**src/hw/rtl/ppr_pkg.sv**
```systemverilog
// Shared widths, register indexes and payload types of the Pauli pair rotation core.
package ppr_pkg;

   localparam int INDEX_BITS     = 20;
   localparam int PAIR_BITS      = INDEX_BITS - 1;
   localparam int AMP_BITS       = 16;
   localparam int FRAC_BITS      = AMP_BITS - 1;
   localparam int POS_BITS       = 5;
   localparam int PROD_BITS      = 2 * AMP_BITS + 1;
   localparam int SUM_BITS       = PROD_BITS + 1;
   localparam int CSR_INDEX_BITS = 3;
   localparam int CSR_DATA_BITS  = INDEX_BITS;
   localparam int QUEUE_DEPTH    = 2;
   localparam int QPTR_BITS      = 1;
   localparam int QCNT_BITS      = 2;
   localparam int LATENCY        = 5;

   typedef enum logic [CSR_INDEX_BITS-1:0] {
      CSR_ROTATION_KIND   = 3'd0,
      CSR_FLIP_MASK       = 3'd1,
      CSR_PHASE_MASK      = 3'd2,
      CSR_INSERT_POSITION = 3'd3,
      CSR_COS_COEF        = 3'd4
   } csr_reg_type;

   typedef struct packed {
      logic [PAIR_BITS-1:0]       pair_index;
      logic signed [AMP_BITS-1:0] sin_coef;
      logic signed [AMP_BITS-1:0] left_real;
      logic signed [AMP_BITS-1:0] left_imag;
      logic signed [AMP_BITS-1:0] right_real;
      logic signed [AMP_BITS-1:0] right_imag;
      logic                       last_in;
   } req_type;

   typedef struct packed {
      logic [INDEX_BITS-1:0]      left_addr;
      logic [INDEX_BITS-1:0]      right_addr;
      logic signed [AMP_BITS-1:0] new_left_real;
      logic signed [AMP_BITS-1:0] new_left_imag;
      logic signed [AMP_BITS-1:0] new_right_real;
      logic signed [AMP_BITS-1:0] new_right_imag;
      logic                       last_out;
   } rsp_type;

   typedef struct packed {
      logic [INDEX_BITS-1:0]      left_addr;
      logic [INDEX_BITS-1:0]      right_addr;
      logic signed [AMP_BITS-1:0] cos_coef;
      logic signed [AMP_BITS:0]   sin_coef;
      logic                       real_mode;
      logic signed [AMP_BITS-1:0] left_real;
      logic signed [AMP_BITS-1:0] left_imag;
      logic signed [AMP_BITS-1:0] right_real;
      logic signed [AMP_BITS-1:0] right_imag;
      logic                       last;
   } work_type;

endpackage

```
**src/hw/rtl/ppr_queue.sv**
```systemverilog
// Two-entry queue between the front end and the arithmetic back end.
module ppr_queue (
   input  logic              clock,
   input  logic              reset,
   input  logic              push,
   input  ppr_pkg::work_type push_data,
   output logic              full,
   output logic              pop_valid,
   output ppr_pkg::work_type pop_data
);

   ppr_pkg::work_type                 entry_ff [ppr_pkg::QUEUE_DEPTH];
   logic [ppr_pkg::QPTR_BITS-1:0]     wr_ptr_ff, wr_ptr_in;
   logic [ppr_pkg::QPTR_BITS-1:0]     rd_ptr_ff, rd_ptr_in;
   logic [ppr_pkg::QCNT_BITS-1:0]     count_ff, count_in;
   logic                              pop;

   assign full      = (count_ff == ppr_pkg::QCNT_BITS'(ppr_pkg::QUEUE_DEPTH));
   assign pop_valid = (count_ff != '0);
   assign pop       = pop_valid;
   assign pop_data  = entry_ff[rd_ptr_ff];

   always_comb begin
      wr_ptr_in = wr_ptr_ff + ppr_pkg::QPTR_BITS'(push);
      rd_ptr_in = rd_ptr_ff + ppr_pkg::QPTR_BITS'(pop);
      count_in  = count_ff + ppr_pkg::QCNT_BITS'(push) - ppr_pkg::QCNT_BITS'(pop);
   end

   always_ff @(posedge clock) begin
      if (reset) begin
         wr_ptr_ff <= '0;
         rd_ptr_ff <= '0;
         count_ff  <= '0;
      end else begin
         wr_ptr_ff <= wr_ptr_in;
         rd_ptr_ff <= rd_ptr_in;
         count_ff  <= count_in;
      end
   end

   always_ff @(posedge clock) begin
      if (push) begin
         entry_ff[wr_ptr_ff] <= push_data;
      end
   end

endmodule

```
**config.mk**
```make
export PLATFORM = sky130hd
export DESIGN_NAME = ppr_queue
export DESIGN_NICKNAME = d
export VERILOG_FILES = /design/src/hw/rtl/ppr_pkg.sv /design/src/hw/rtl/ppr_queue.sv
export SDC_FILE = /design/constraint.sdc
export NUM_CORES = 1
export LEC_CHECK = 0
export ABC_AREA = 0
export BUFFER_PORTS_ARGS = -buffer_cell sky130_fd_sc_hd__buf_2
export CAP_MARGIN = 10
export CORE_MARGIN = 5
export CORE_UTILIZATION = 30
export DETAILED_ROUTE_END_ITERATION = 16
export SETUP_SLACK_MARGIN = 0.2
export SLEW_MARGIN = 20
export SYNTH_ARGS = -nofsm -noshare
export SYNTH_HDL_FRONTEND = slang
export SYNTH_SLANG_ARGS = --single-unit
```
**constraint.sdc**
```tcl
create_clock -name clock -period 17.15 [get_ports clock]
set_clock_uncertainty 0.1 [all_clocks]
set_input_delay 5.145 -clock clock [delete_from_list [all_inputs] [get_ports clock]]
set_output_delay 5.145 -clock clock [all_outputs]
set_load 0.05 [all_outputs]
```
## Word level (Yosys, flattened, before mapping)

Memory sizes are Yosys's and may differ from the RTL's. A register that Yosys moved wholly into a read port is not among the register bits.
Cells that the tools add are included.

| word-level totals | value |
|---|---|
| flip-flop bits (word level) | 4 |
| bits in latches | 0 |
| memory bits (writable) | 278 |
| bits in read-only memories | 0 |
| input bits | 142 |
| memories | 1 |

| operators by class | value |
|---|---|
| $add $sub $neg | 4 |
| multipliers | 0 |
| div/mod/pow operators | 0 |
| order comparisons | 0 |
| equality and inequality tests | 1 |
| shift-type cells | 0 |
| mux-type cells | 3 |
| bitwise operators | 0 |
| reductions and logical operators | 1 |

Memory list:

| name | depth | width | read ports | clocked after Yosys merged registers in | write ports | line | text |
|---|---|---|---|---|---|---|---|
| entry_ff | 2 | 139 | 1 | 1 | 1 | ppr_queue.sv:12 | `ppr_pkg::work_type entry_ff [ppr_pkg::QUEUE_DEPTH];` |

Operators with widths:

| kind | count |
|---|---|
| 2-to-1 mux 1 bit | 3 |
| adder 1 bit | 2 |
| adder 2 x 1 -> 2 bit | 1 |
| equality test 2 bit (second input constant) | 1 |
| nonzero test 2 bit | 1 |
| subtractor 2 x 1 -> 2 bit | 1 |

## Logic depth before layout (Yosys ltp)

| depth | value |
|---|---|
| word-level depth | 3 |
| depth in mapped cells | 5 |
| gate-level depth less buffers | 4 |

## Worst setup path before layout

No wires, ideal clock.

| timing | value |
|---|---|
| path kind | input-to-reg |
| start point | input push |
| end point | memory entry_ff[0][0] in the netlist's numbering, enable pin |
| library setup time | 516 ps |
| data arrival time | 8,395 ps |
| data required time | 16,534 ps |
| slack | 8,139 ps |
| cell stages on the path | 1 |
| buffers on the path | 0 |
| cells stage by stage | ha_1 |

| between the ends | value |
|---|---|
| longest elaborated chain between the ends | 2 |

RTL lines:

| item | line | text |
|---|---|---|
| start, declared | ppr_queue.sv:5 | `input logic push,` |
| 2-to-1 mux 1 bit | ppr_queue.sv:42 | `if (push) begin` |
| 2-to-1 mux 1 bit (implied by the code) | ppr_queue.sv:43 | `entry_ff[wr_ptr_ff] <= push_data;` |
| end, declared | ppr_queue.sv:12 |  |

Every way passes these cells.

==> flow_metrics.env <==
export IMPL_outcome="complete, no violations"
export IMPL_final_util_pct=38.59
export IMPL_cp_arrival_ns=2.86
export IMPL_synth_area_leaders="edfxtp_1 (79%), mux2_4 (12%), mux2_2 (5.4%)"
export IMPL_drive_above_1_share_pct=60.85
export IMPL_die_height_um=197.9
export IMPL_leakage_nw=5.110
export IMPL_crit_fanout=50
export IMPL_area_delta_synth_final_pct=26.49
export IMPL_path_clk_slew_ns=0.06
export IMPL_finalSetupViolCount=0
export IMPL_ant_nets=0
export IMPL_nNetsFinal=901
export IMPL_drc=0
export IMPL_dp_hpwl_mm=14.84
export IMPL_cts_buffers=30
export IMPL_crit_path_start_kind="flip-flop"
export IMPL_syn_area_um2=10590
export IMPL_cts_path_max_buffers=3
export IMPL_synth_most_common_cell="edfxtp_1"
export IMPL_num_rows=68
export IMPL_synth_top_cell_by_area="edfxtp_1"
export IMPL_peakVddDrop_mv=0.08335
export IMPL_async_flop_share_pct=0
export IMPL_end_kind="primary output"
export IMPL_grt_pass1_wl_mm=31.46
export IMPL_tightest_slew_ns=0.9184
export IMPL_setup_tns_ns=0
export IMPL_synthFlopType="edfxtp_1"
export IMPL_finalCritPeriodShare_pct=47.28
export IMPL_cts_sinks=282
export IMPL_post_drt_wl_per_cell_um=17.27
export IMPL_clock_latency_ns=0.55
export IMPL_cts_max_level=1
export IMPL_critPathRequiredTime_ns=11.90
export IMPL_grt_ovfl_total=0
export IMPL_seq_area_frac_synth_pct=79.57
export IMPL_relSlewSlack_pct=38.78
export IMPL_syn_nets=597
export IMPL_antenna_found_initial=6
export IMPL_min_period_ns=8.108
export IMPL_slew_violations=0
export IMPL_cts_tree="built"
export IMPL_max_freq_mhz=123.3
export IMPL_yosysWarnings=0
export IMPL_synth_edff_count=278
export IMPL_finalHoldViolCount=0
export IMPL_io_pins=283
export IMPL_drt_initial_drc_count=190
export IMPL_dieArea_um2=39160
export IMPL_grt_usage_pct=10.27
export IMPL_clock_root_buffer="clkbuf_16"
export IMPL_post_cts_buffers=0
export IMPL_yosys_cell_types_count=17
export IMPL_syn_inst=452
export IMPL_worst_hold_path_type="flip-flop to flip-flop"
export IMPL_core_area_um2=34710
export IMPL_grt_pass1_vias=5410
export IMPL_wl_mm=21.33
export IMPL_io_buffer_count=282
export IMPL_die_x_um=197.9
export IMPL_synthTopCellsByCount="edfxtp_1 (278), mux2_4 (88), mux2_2 (51)"
export IMPL_drv_cap=0
export IMPL_holdBufCountCts=0
export IMPL_rsz0062_at_grt="no"
export IMPL_vias=5154
export IMPL_synth_seq_cells=282
export IMPL_drtPass1Iterations=4
export IMPL_powerDensity_nw_per_um2=122.7
export IMPL_yosysTopAreaCellShare_pct=78.82
export IMPL_start_util_pct=30.51
export IMPL_grt_max_degree=63
export IMPL_vias_per_cell=4.173
export IMPL_globalplace_congestion=0.7195
export IMPL_cts_resized=0
export IMPL_crit_type="flip-flop to primary output"
export IMPL_avgSynthCellArea_um2=23.43
## metal layers
metal	part of all wire, %	wire length (um)	vias up	track usage, %
met4	2.5	535	10	3.213
met5	0.32	69	-	0
met2	47	10110	185	16.50
li1	-	-	2407	-
met3	9.9	2119	46	4.118
met1	40	8496	2506	12.79
## path summary, 6_finish.rpt
kind | startpoint | end | slack, ns | cells after the start
setup / recovery | rd_ptr_ff | pop_data[99] | 9.04 | 3
hold / removal | count_ff[0] | count_ff[1] | 0.47 | 2
setup reg to reg | wr_ptr_ff | entry_ff[0][137] | 15.10 | 3
hold reg to reg | count_ff[0] | count_ff[1] | 0.47 | 2
## state kept, by name (all words and copies together), names as in the netlist
register / cells
wr_ptr_ff: 1
rd_ptr_ff: 1
entry_ff: 278
count_ff: 2
## stage by stage
step / std cells / total power (W) / instance area (um2) / worst slack [ns] / hold slack [ns]
floorplan: 452 / 0.001023 / 10590 / 8.139 / 0.4070
global placement: 1179 / 0.001079 / 12490 / 9.555 / 0.4420
detailed placement: 1179 / 0.001082 / 12490 / 9.557 / 0.4583
CTS: 1234 / 0.001672 / 13390 / 8.955 / 0.4691
global route: 1235 / 0.001713 / 13400 / 8.887 / 0.5095
finish: 1235 / 0.001644 / 13400 / 9.042 / 0.4681
## power breakdown
part / leakage [nW] / total [W] / internal (W) / switching [W]
combinational: 2.03 / 0.000245 / 0.0000752 / 0.000170
clock: 0.440 / 0.000582 / 0.000334 / 0.000248
sequential: 2.64 / 0.000817 / 0.000805 / 0.0000124
total: 5.11 / 0.00164 / 0.00121 / 0.000430
## cells in the final DEF (no fill, tap or decap), drive strengths merged
master / count
nor2: 1
a21oi: 1
nor3: 2
buf: 288
clkinv: 13
nand3b: 1
o21a: 1
or2: 1
mux2: 139
dfxtp: 4
ha: 3
edfxtp: 278
clkbuf: 40
diode: 1
clkinvlp: 2
nor2b: 3
a21bo: 1
inv: 1
## layout make-up
cell class	count	area (um2)
fill	3213	21320
sequential	282	8432
multi-input combinational	153	2027
timing repair buffer	288	1456
clock buffer	40	818.3
tap	455	569.3
clock inverter	15	87.58
inverter	1	3.754
antenna	1	2.502
## worst max-delay path, cell delays in order (launching register included)
cell and delay [ns]:
dfxtp_4 0.83, buf_4 0.83, mux2_4 0.36, buf_2 0.21
## logic make-up after synthesis
logic type      synth area share (%)
buf+inv                        1.524
mux                            17.90
simple gates                  0.4371
flops                          79.57
compound gates                0.2126
fa+ha+maj                     0.3544
Note: power is estimated with default switching activity, not from simulation.
