$ cat config.mk
export PLATFORM = sky130hd
export DESIGN_NAME = ppr_front
export DESIGN_NICKNAME = d
export VERILOG_FILES = /design/src/hw/rtl/ppr_pkg.sv /design/src/hw/rtl/ppr_front.sv
export SDC_FILE = /design/constraint.sdc
export NUM_CORES = 1
export LEC_CHECK = 0
export BUFFER_PORTS_ARGS = -buffer_cell sky130_fd_sc_hd__buf_4
export CAP_MARGIN = 40
export CORE_MARGIN = 2
export CORE_UTILIZATION = 54
export DETAILED_ROUTE_END_ITERATION = 6
export HOLD_SLACK_MARGIN = 0.05
export PLACE_DENSITY = 0.85
export SYNTH_ARGS = -nofsm -noshare
export SYNTH_HDL_FRONTEND = slang
export SYNTH_SLANG_ARGS = --single-unit
$ cat constraint.sdc
create_clock -name clock -period 14.8 [get_ports clock]
set_input_delay 2.96 -clock clock [delete_from_list [all_inputs] [get_ports clock]]
set_output_delay 2.96 -clock clock [all_outputs]
set_load 0.02 [all_outputs]
$ cat src/hw/rtl/ppr_pkg.sv
// Shared widths, register indexes and payload types of the Pauli pair rotation core.
package ppr_pkg;

   localparam int INDEX_BITS     = 20;
   localparam int PAIR_BITS      = INDEX_BITS - 1;
   localparam int AMP_BITS       = 16;
   localparam int FRAC_BITS      = AMP_BITS - 1;
   localparam int POS_BITS       = 5;
   localparam int PROD_BITS      = 2 * AMP_BITS + 1;
   localparam int SUM_BITS       = PROD_BITS + 1;
   localparam int CSR_INDEX_BITS = 3;
   localparam int CSR_DATA_BITS  = INDEX_BITS;
   localparam int QUEUE_DEPTH    = 2;
   localparam int QPTR_BITS      = 1;
   localparam int QCNT_BITS      = 2;
   localparam int LATENCY        = 5;

   typedef enum logic [CSR_INDEX_BITS-1:0] {
      CSR_ROTATION_KIND   = 3'd0,
      CSR_FLIP_MASK       = 3'd1,
      CSR_PHASE_MASK      = 3'd2,
      CSR_INSERT_POSITION = 3'd3,
      CSR_COS_COEF        = 3'd4
   } csr_reg_type;

   typedef struct packed {
      logic [PAIR_BITS-1:0]       pair_index;
      logic signed [AMP_BITS-1:0] sin_coef;
      logic signed [AMP_BITS-1:0] left_real;
      logic signed [AMP_BITS-1:0] left_imag;
      logic signed [AMP_BITS-1:0] right_real;
      logic signed [AMP_BITS-1:0] right_imag;
      logic                       last_in;
   } req_type;

   typedef struct packed {
      logic [INDEX_BITS-1:0]      left_addr;
      logic [INDEX_BITS-1:0]      right_addr;
      logic signed [AMP_BITS-1:0] new_left_real;
      logic signed [AMP_BITS-1:0] new_left_imag;
      logic signed [AMP_BITS-1:0] new_right_real;
      logic signed [AMP_BITS-1:0] new_right_imag;
      logic                       last_out;
   } rsp_type;

   typedef struct packed {
      logic [INDEX_BITS-1:0]      left_addr;
      logic [INDEX_BITS-1:0]      right_addr;
      logic signed [AMP_BITS-1:0] cos_coef;
      logic signed [AMP_BITS:0]   sin_coef;
      logic                       real_mode;
      logic signed [AMP_BITS-1:0] left_real;
      logic signed [AMP_BITS-1:0] left_imag;
      logic signed [AMP_BITS-1:0] right_real;
      logic signed [AMP_BITS-1:0] right_imag;
      logic                       last;
   } work_type;

endpackage

$ cat src/hw/rtl/ppr_front.sv
// Front end: control registers, item intake, address and sign preparation.
module ppr_front (
   input  logic                                  clock,
   input  logic                                  reset,
   input  logic                                  start,
   output logic                                  busy,
   input  ppr_pkg::req_type                      req_data,
   input  logic                                  csr_valid,
   output logic                                  csr_ready,
   input  logic [ppr_pkg::CSR_INDEX_BITS-1:0]    csr_index,
   input  logic [ppr_pkg::CSR_DATA_BITS-1:0]     csr_wdata,
   input  logic                                  queue_full,
   output logic                                  push,
   output ppr_pkg::work_type                     push_data
);

   localparam int IB = ppr_pkg::INDEX_BITS;
   localparam int AB = ppr_pkg::AMP_BITS;

   logic                            kind_ff;
   logic [IB-1:0]                   flip_ff;
   logic [IB-1:0]                   phase_ff;
   logic [ppr_pkg::POS_BITS-1:0]    pos_ff;
   logic signed [AB-1:0]            cos_ff;

   logic                            valid_ff, valid_in;
   ppr_pkg::work_type               work_ff, work_in;

   logic                            accept;
   logic [IB-1:0]                   idx_ext;
   logic [IB-1:0]                   idx_up;
   logic [IB-1:0]                   keep_mask;
   logic [IB-1:0]                   left;
   logic                            odd;
   logic signed [AB:0]              q_ext;

   assign csr_ready = 1'b1;

   always_ff @(posedge clock) begin
      if (reset) begin
         kind_ff  <= 1'b0;
         flip_ff  <= '0;
         phase_ff <= '0;
         pos_ff   <= '0;
         cos_ff   <= AB'((2 ** (AB - 1)) - 1);
      end else if (csr_valid && csr_ready) begin
         unique case (csr_index)
            ppr_pkg::CSR_ROTATION_KIND:   kind_ff  <= csr_wdata[0];
            ppr_pkg::CSR_FLIP_MASK:       flip_ff  <= csr_wdata[IB-1:0];
            ppr_pkg::CSR_PHASE_MASK:      phase_ff <= csr_wdata[IB-1:0];
            ppr_pkg::CSR_INSERT_POSITION: pos_ff   <= csr_wdata[ppr_pkg::POS_BITS-1:0];
            ppr_pkg::CSR_COS_COEF:        cos_ff   <= csr_wdata[AB-1:0];
            default: ;
         endcase
      end
   end

   assign push   = valid_ff && !queue_full;
   assign busy   = valid_ff && queue_full;
   assign accept = start && !busy;

   always_comb begin
      idx_ext   = {1'b0, req_data.pair_index};
      keep_mask = (IB'(1) << pos_ff) - IB'(1);
      idx_up    = (idx_ext & ~keep_mask) << 1;
      left      = (idx_ext & keep_mask) | idx_up;
      odd       = ^(left & phase_ff);
      q_ext     = (AB + 1)'(req_data.sin_coef);
      if (kind_ff && odd) begin
         q_ext = -q_ext;
      end

      work_in.left_addr  = left;
      work_in.right_addr = left ^ flip_ff;
      work_in.cos_coef   = cos_ff;
      work_in.sin_coef   = q_ext;
      work_in.real_mode  = kind_ff;
      work_in.left_real  = req_data.left_real;
      work_in.left_imag  = req_data.left_imag;
      work_in.right_real = req_data.right_real;
      work_in.right_imag = req_data.right_imag;
      work_in.last       = req_data.last_in;

      valid_in = accept || (valid_ff && !push);
   end

   always_ff @(posedge clock) begin
      if (reset) begin
         valid_ff <= 1'b0;
      end else begin
         valid_ff <= valid_in;
      end
   end

   always_ff @(posedge clock) begin
      if (accept) begin
         work_ff <= work_in;
      end
   end

   assign push_data = work_ff;

endmodule

# After elaboration in Yosys (flattened, before gate mapping)

Cells that the tools add are included.

Bits in registers: 202
Input port bits: 128
Word-level logic and storage cells: 46
Output and inout bits: 142

Eq/ne operators: 4
Muxes and demuxes: 1
Shift-type cells: 1
Bitwise logic cells: 6
Reductions and logical operators: 16
Add/subtract/negate cells: 2

Operators with widths:

| kind                    | count |
|---|---|
| $and A19 B20 Y20        | 1 |
| $and A20 B20 Y20        | 1 |
| $or A20 B20 Y20         | 1 |
| $reduce_xor A20 Y1      | 1 |
| $shl A1 B5 Y20 const A  | 1 |
| $sub A20 B2 Y20 const B | 1 |
| $xor A20 B20 Y20        | 1 |
| $and A19 B19 Y19        | 1 |
| $not A19 Y19            | 1 |
| $mux W17                | 1 |
| $neg A16 Y17            | 1 |
| $reduce_and A2 Y1       | 5 |
| $eq A3 B2 Y1 const B    | 2 |
| $logic_and A1 B1 Y1     | 5 |
| $eq A3 B1 Y1 const B    | 1 |
| $eq A3 B3 Y1 const B    | 1 |
| $logic_not A1 Y1        | 3 |
| $logic_not A3 Y1        | 1 |
| $logic_or A1 B1 Y1      | 1 |

# Longest topological paths before layout

Depth in word-level cells: 9
Mapped depth: 18
Mapped depth without buffers: 13

# Worst setup path before layout

Ideal clock, no wire load.

Kind: in2reg
Start point: input queue_full
End point: register work_ff (netlist bit push_data[0]), enable pin
Required time: 14.147 ns
Cell stages on the path: 2
Path slack: 4.839 ns
Library setup time: 0.653 ns
Path buffers: 0
Arrival: 9.308 ns
Cell sequence: and2_1 > nor2b_1

Word-level cells in the longest chain between the ends: 3

RTL lines:

| what                 | line            | source |
|---|---|---|
| from (decl)          | ppr_front.sv:12 | `input logic queue_full,` |
| $logic_and A1 B1 Y1  | ppr_front.sv:59 | `assign busy = valid_ff && queue_full;` |
| $logic_not A1 Y1     | ppr_front.sv:60 | `assign accept = start && !busy;` |
| $logic_and A1 B1 Y1  | ppr_front.sv:60 |  |
| net accept           | ppr_front.sv:29 | `logic accept;` |
| to (signal assigned) | ppr_front.sv:97 | `work_ff <= work_in;` |
| to (decl)            | ppr_front.sv:27 | `ppr_pkg::work_type work_ff, work_in;` |

The timed path passes the listed nets, and every way through them passes these cells.
A chain may end at the register's enable or synchronous reset.

# Worst setup path in the final report

Start point: input queue_full
End point: output busy

Word-level cells in the longest chain between the ends: 1

RTL lines:

| what                | line            | source |
|---|---|---|
| $logic_and A1 B1 Y1 | ppr_front.sv:59 |  |
| to (decl)           | ppr_front.sv:6  | `output logic busy,` |

No other way between the ends.

==> impl_results.md <==
* Final WS setup at roughly 8400 ps
* Max-slew headroom at 0.412
* WL/cell at about 18 um
* Max IR drop VDD at 0.0000950 V
* Clock Path Buffers at 3
* H-tree Lvls at 1
* Post-layout nets at 1052
* Synthesized cell area at 8050 um^2
* Cells after Synth at about 660
* Yosys cell types at 56
* Sequential power share at 0.501
* Total Wirelength at 20600 um
* RePlAce Congestion at 0.874
* Core area at roughly 15000 um^2
* Minimum clock period at 6400 ps
* Worst path max stage delay at 190 ps
* Number of setup buffers added after CTS at 0
* Synth Area in Compound Gates at 0.0874
* CP Launch Point: queue_full
* Hold Startpoint: cos_ff[13]
* Post-DP HPWL at ~14000 um
* Cts repair resizes at 0
* Mapped Nets at roughly 790
* Vias in the first global route at 5881
* Largest net degree at the start of global routing at 68
* Crit path kind: input pin to output port
* Die area at 15900 um^2
* Simple-gate portion of the synthesized area at 0.145
* Cell taking the most area after synthesis: edfxtp_1
* Share of the synthesized area in the top cell type at 0.519
* Layout cells sized above 1 at 0.335
* RSZ-0062 raised after global routing: no
* Final Core Density at 0.748
* Critical path fanouts, max at 3
* Mapped Avg Cell Area at 12.2 um^2
* Worst Path Arrival at 3440 ps
* WP buf/inv at 2
* Global-route wire length before repair at 31400 um
* Sw Ratio at 0.233
* Fin. max-slew vios at 0
* Die Y at 126 um
* Main synth FF type: edfxtp_1
* Number of synthesized register bits at a little over 200
* Ant. Diodes at 0
* Largest family of logic cells by synthesized area: simple AND/OR/NAND/NOR gates
* CTS tree: built
* Hold WC Path Type: flop to flop
* Slowest CP cell: and2_1
* CP startpoint kind: input pin
* Hold_ws at 431 ps
* CTS Hold Bufs at 0
* Register area share after synthesis at 0.675
* Synth top cells by count: 149 x nand2_1, 139 x edfxtp_1, 63 x dfxtp_1
* First drt pass iteration count at 6
* Comb power frac at 0.120
* Async S/R FF share, synth at 0
* GR Overflow Total at 0
* Fin crit share at 0.432
* Final setup viols at 0
* Area grow syn2layout at 35.0%
* First DRT Iteration DRCs at 495
* Clock sinks at slightly above 200
* DP Area at 10200 um^2
* Antenna-violating nets left at 0
* Initial antenna violation count at 0
* Post-synthesis mux area share at 0.0143
* Fin area at 10900 um^2
* Crit path max-delay family: buffers and inverters
* Worst-Skew Late Latency at 480 ps
* XOR/XNOR Fraction of Synth Area at 0.0530
* NetSw at 302 uW
* Cts bufs inserted at 21
* Worst Path Required at around 12000 ps
* Via count at just over 6000
* Clock Pin Slew Worst Setup and Hold Paths at about 50 ps
* Measured slew at the worst slew-check pin at around 880 ps
* Fmax at 156 MHz
* Crit. End Element: output port
* Clock Skews at 14.5 ps
* Internal at about 990 uW
* DRC viols at 0
* Final hold violations at 0
* FF-to-FF Start: pos_ff[2]
* All-Layer GR Usage at 0.248
* Yosys warns at 0
* Count leader, synth: nand2_1
* CP Cell Sequence: buf_4 > and2_1 > buf_4
* Clk pwr share at 0.378
* Chip width at 126 um
* Setup TNS at 0 ps
* Row count at 44
* Adder-cell share of the synthesized area at 0.00311
* Synth top area cells: edfxtp_1 52%, dfxtp_1 16%, nand2_1 7.0%, a21oi_1 3.0%, xor2_1 2.6%
* Initial Util at 0.554
* Pwr/cell area at 119 nW/um^2
* Vias per inst at 5.41
* P_leak at 0.00445 uW
* Place WS at between 8000 and 9000 ps
* Io pins at 270
* Total of max-cap violations at 0
* Status: finished clean
* Root Buffer: clkbuf_16
* Post-synth EDFFs at 139
* Crit path top cell by count: buf_4
* Port Buf Inserts at 268
[worst register-to-register path, cell delays in order, from the launching register on]
cell	delay, ps
dfxtp_1	540
nor3_1	510
nand2_1	180
ha_1	460
or4_4	510
a21bo_1	180
a32o_1	280
and2_1	170
xor2_1	210
xnor3_1	360
xnor3_1	360
mux2i_4	510
o21ai_0	280
xnor2_1	190
[sequential cells by signal, indices dropped and copies added, names as in the netlist]
register / flops
flip_ff: 20
push_data: 139
pos_ff: 5
cos_ff: 16
valid_ff: 1
kind_ff: 1
phase_ff: 20
[power groups by stage]
stage	Combinational (uW)	Sequential (uW)	Clock [uW]
after floorplan	45.5	693	0
after global placement	150	660	0
after detailed placement	155	661	0
after CTS	156	650	496
after global routing	166	652	524
final	156	649	490
[worst paths after layout]
check,end,slack (ps),cells after the start
setup reg to reg,push_data[79],9800,13
hold / removal,push_data[96],430,0
setup / recovery,busy,8400,3
hold reg to reg,push_data[96],430,0
[cell families (layout without fill, tap and decap cells)]
logic type	count (synthesis)	count (layout)
compound gates	113	113
xor+xnor	44	44
fa+ha+maj	2	2
buf+inv	40	318
flops	202	202
mux	10	10
other cells	1	1
simple gates	246	246
[layout by cell type (no fill, tap or decap), drive strengths merged, types with 5 or more instances in the layout]
cell    synthesis  final
nor2b           7      7
o31ai           5      5
dfxtp          63     63
clkbuf         29     25
or3            11     11
inv             8      8
o21ai          19     19
nand2b          7      7
nand2         149    149
buf             3    273
nand3b         19     19
xnor2          17     17
xor2           24     24
mux2i           8      8
and2            7      7
a21oi          49     49
edfxtp        139    139
nor2           15     15
clkinv          0      9
[metrics by stage]
step,std cells,total power [uW]
3_5_place_dp,1083,816
4_1_cts,1120,1300
5_1_grt,1120,1340
3_3_place_gp,1081,810
2_1_floorplan,658,739
6_report,1120,1300
[metal layers]
layer  wire, um  share of wire  vias to the layer above  global-route usage
met5          0              0                        -                   0
met4        518          0.025                        0              0.0743
met3       1260          0.061                       38              0.0399
met2      11100           0.54                      234               0.460
met1       7760           0.38                     2916               0.297
li1           -              -                     2876                   -
[final cells by class]
cell class / instances / area, um^2
sequential: 202 / 5440
inverter: 8 / 30.0
clock buffer: 25 / 561
fill: 967 / 3670
timing repair buffer: 273 / 2080
tap: 184 / 230
multi-input combinational: 416 / 2450
clock inverter: 12 / 83.8
(Power assumes the default switching activity.)
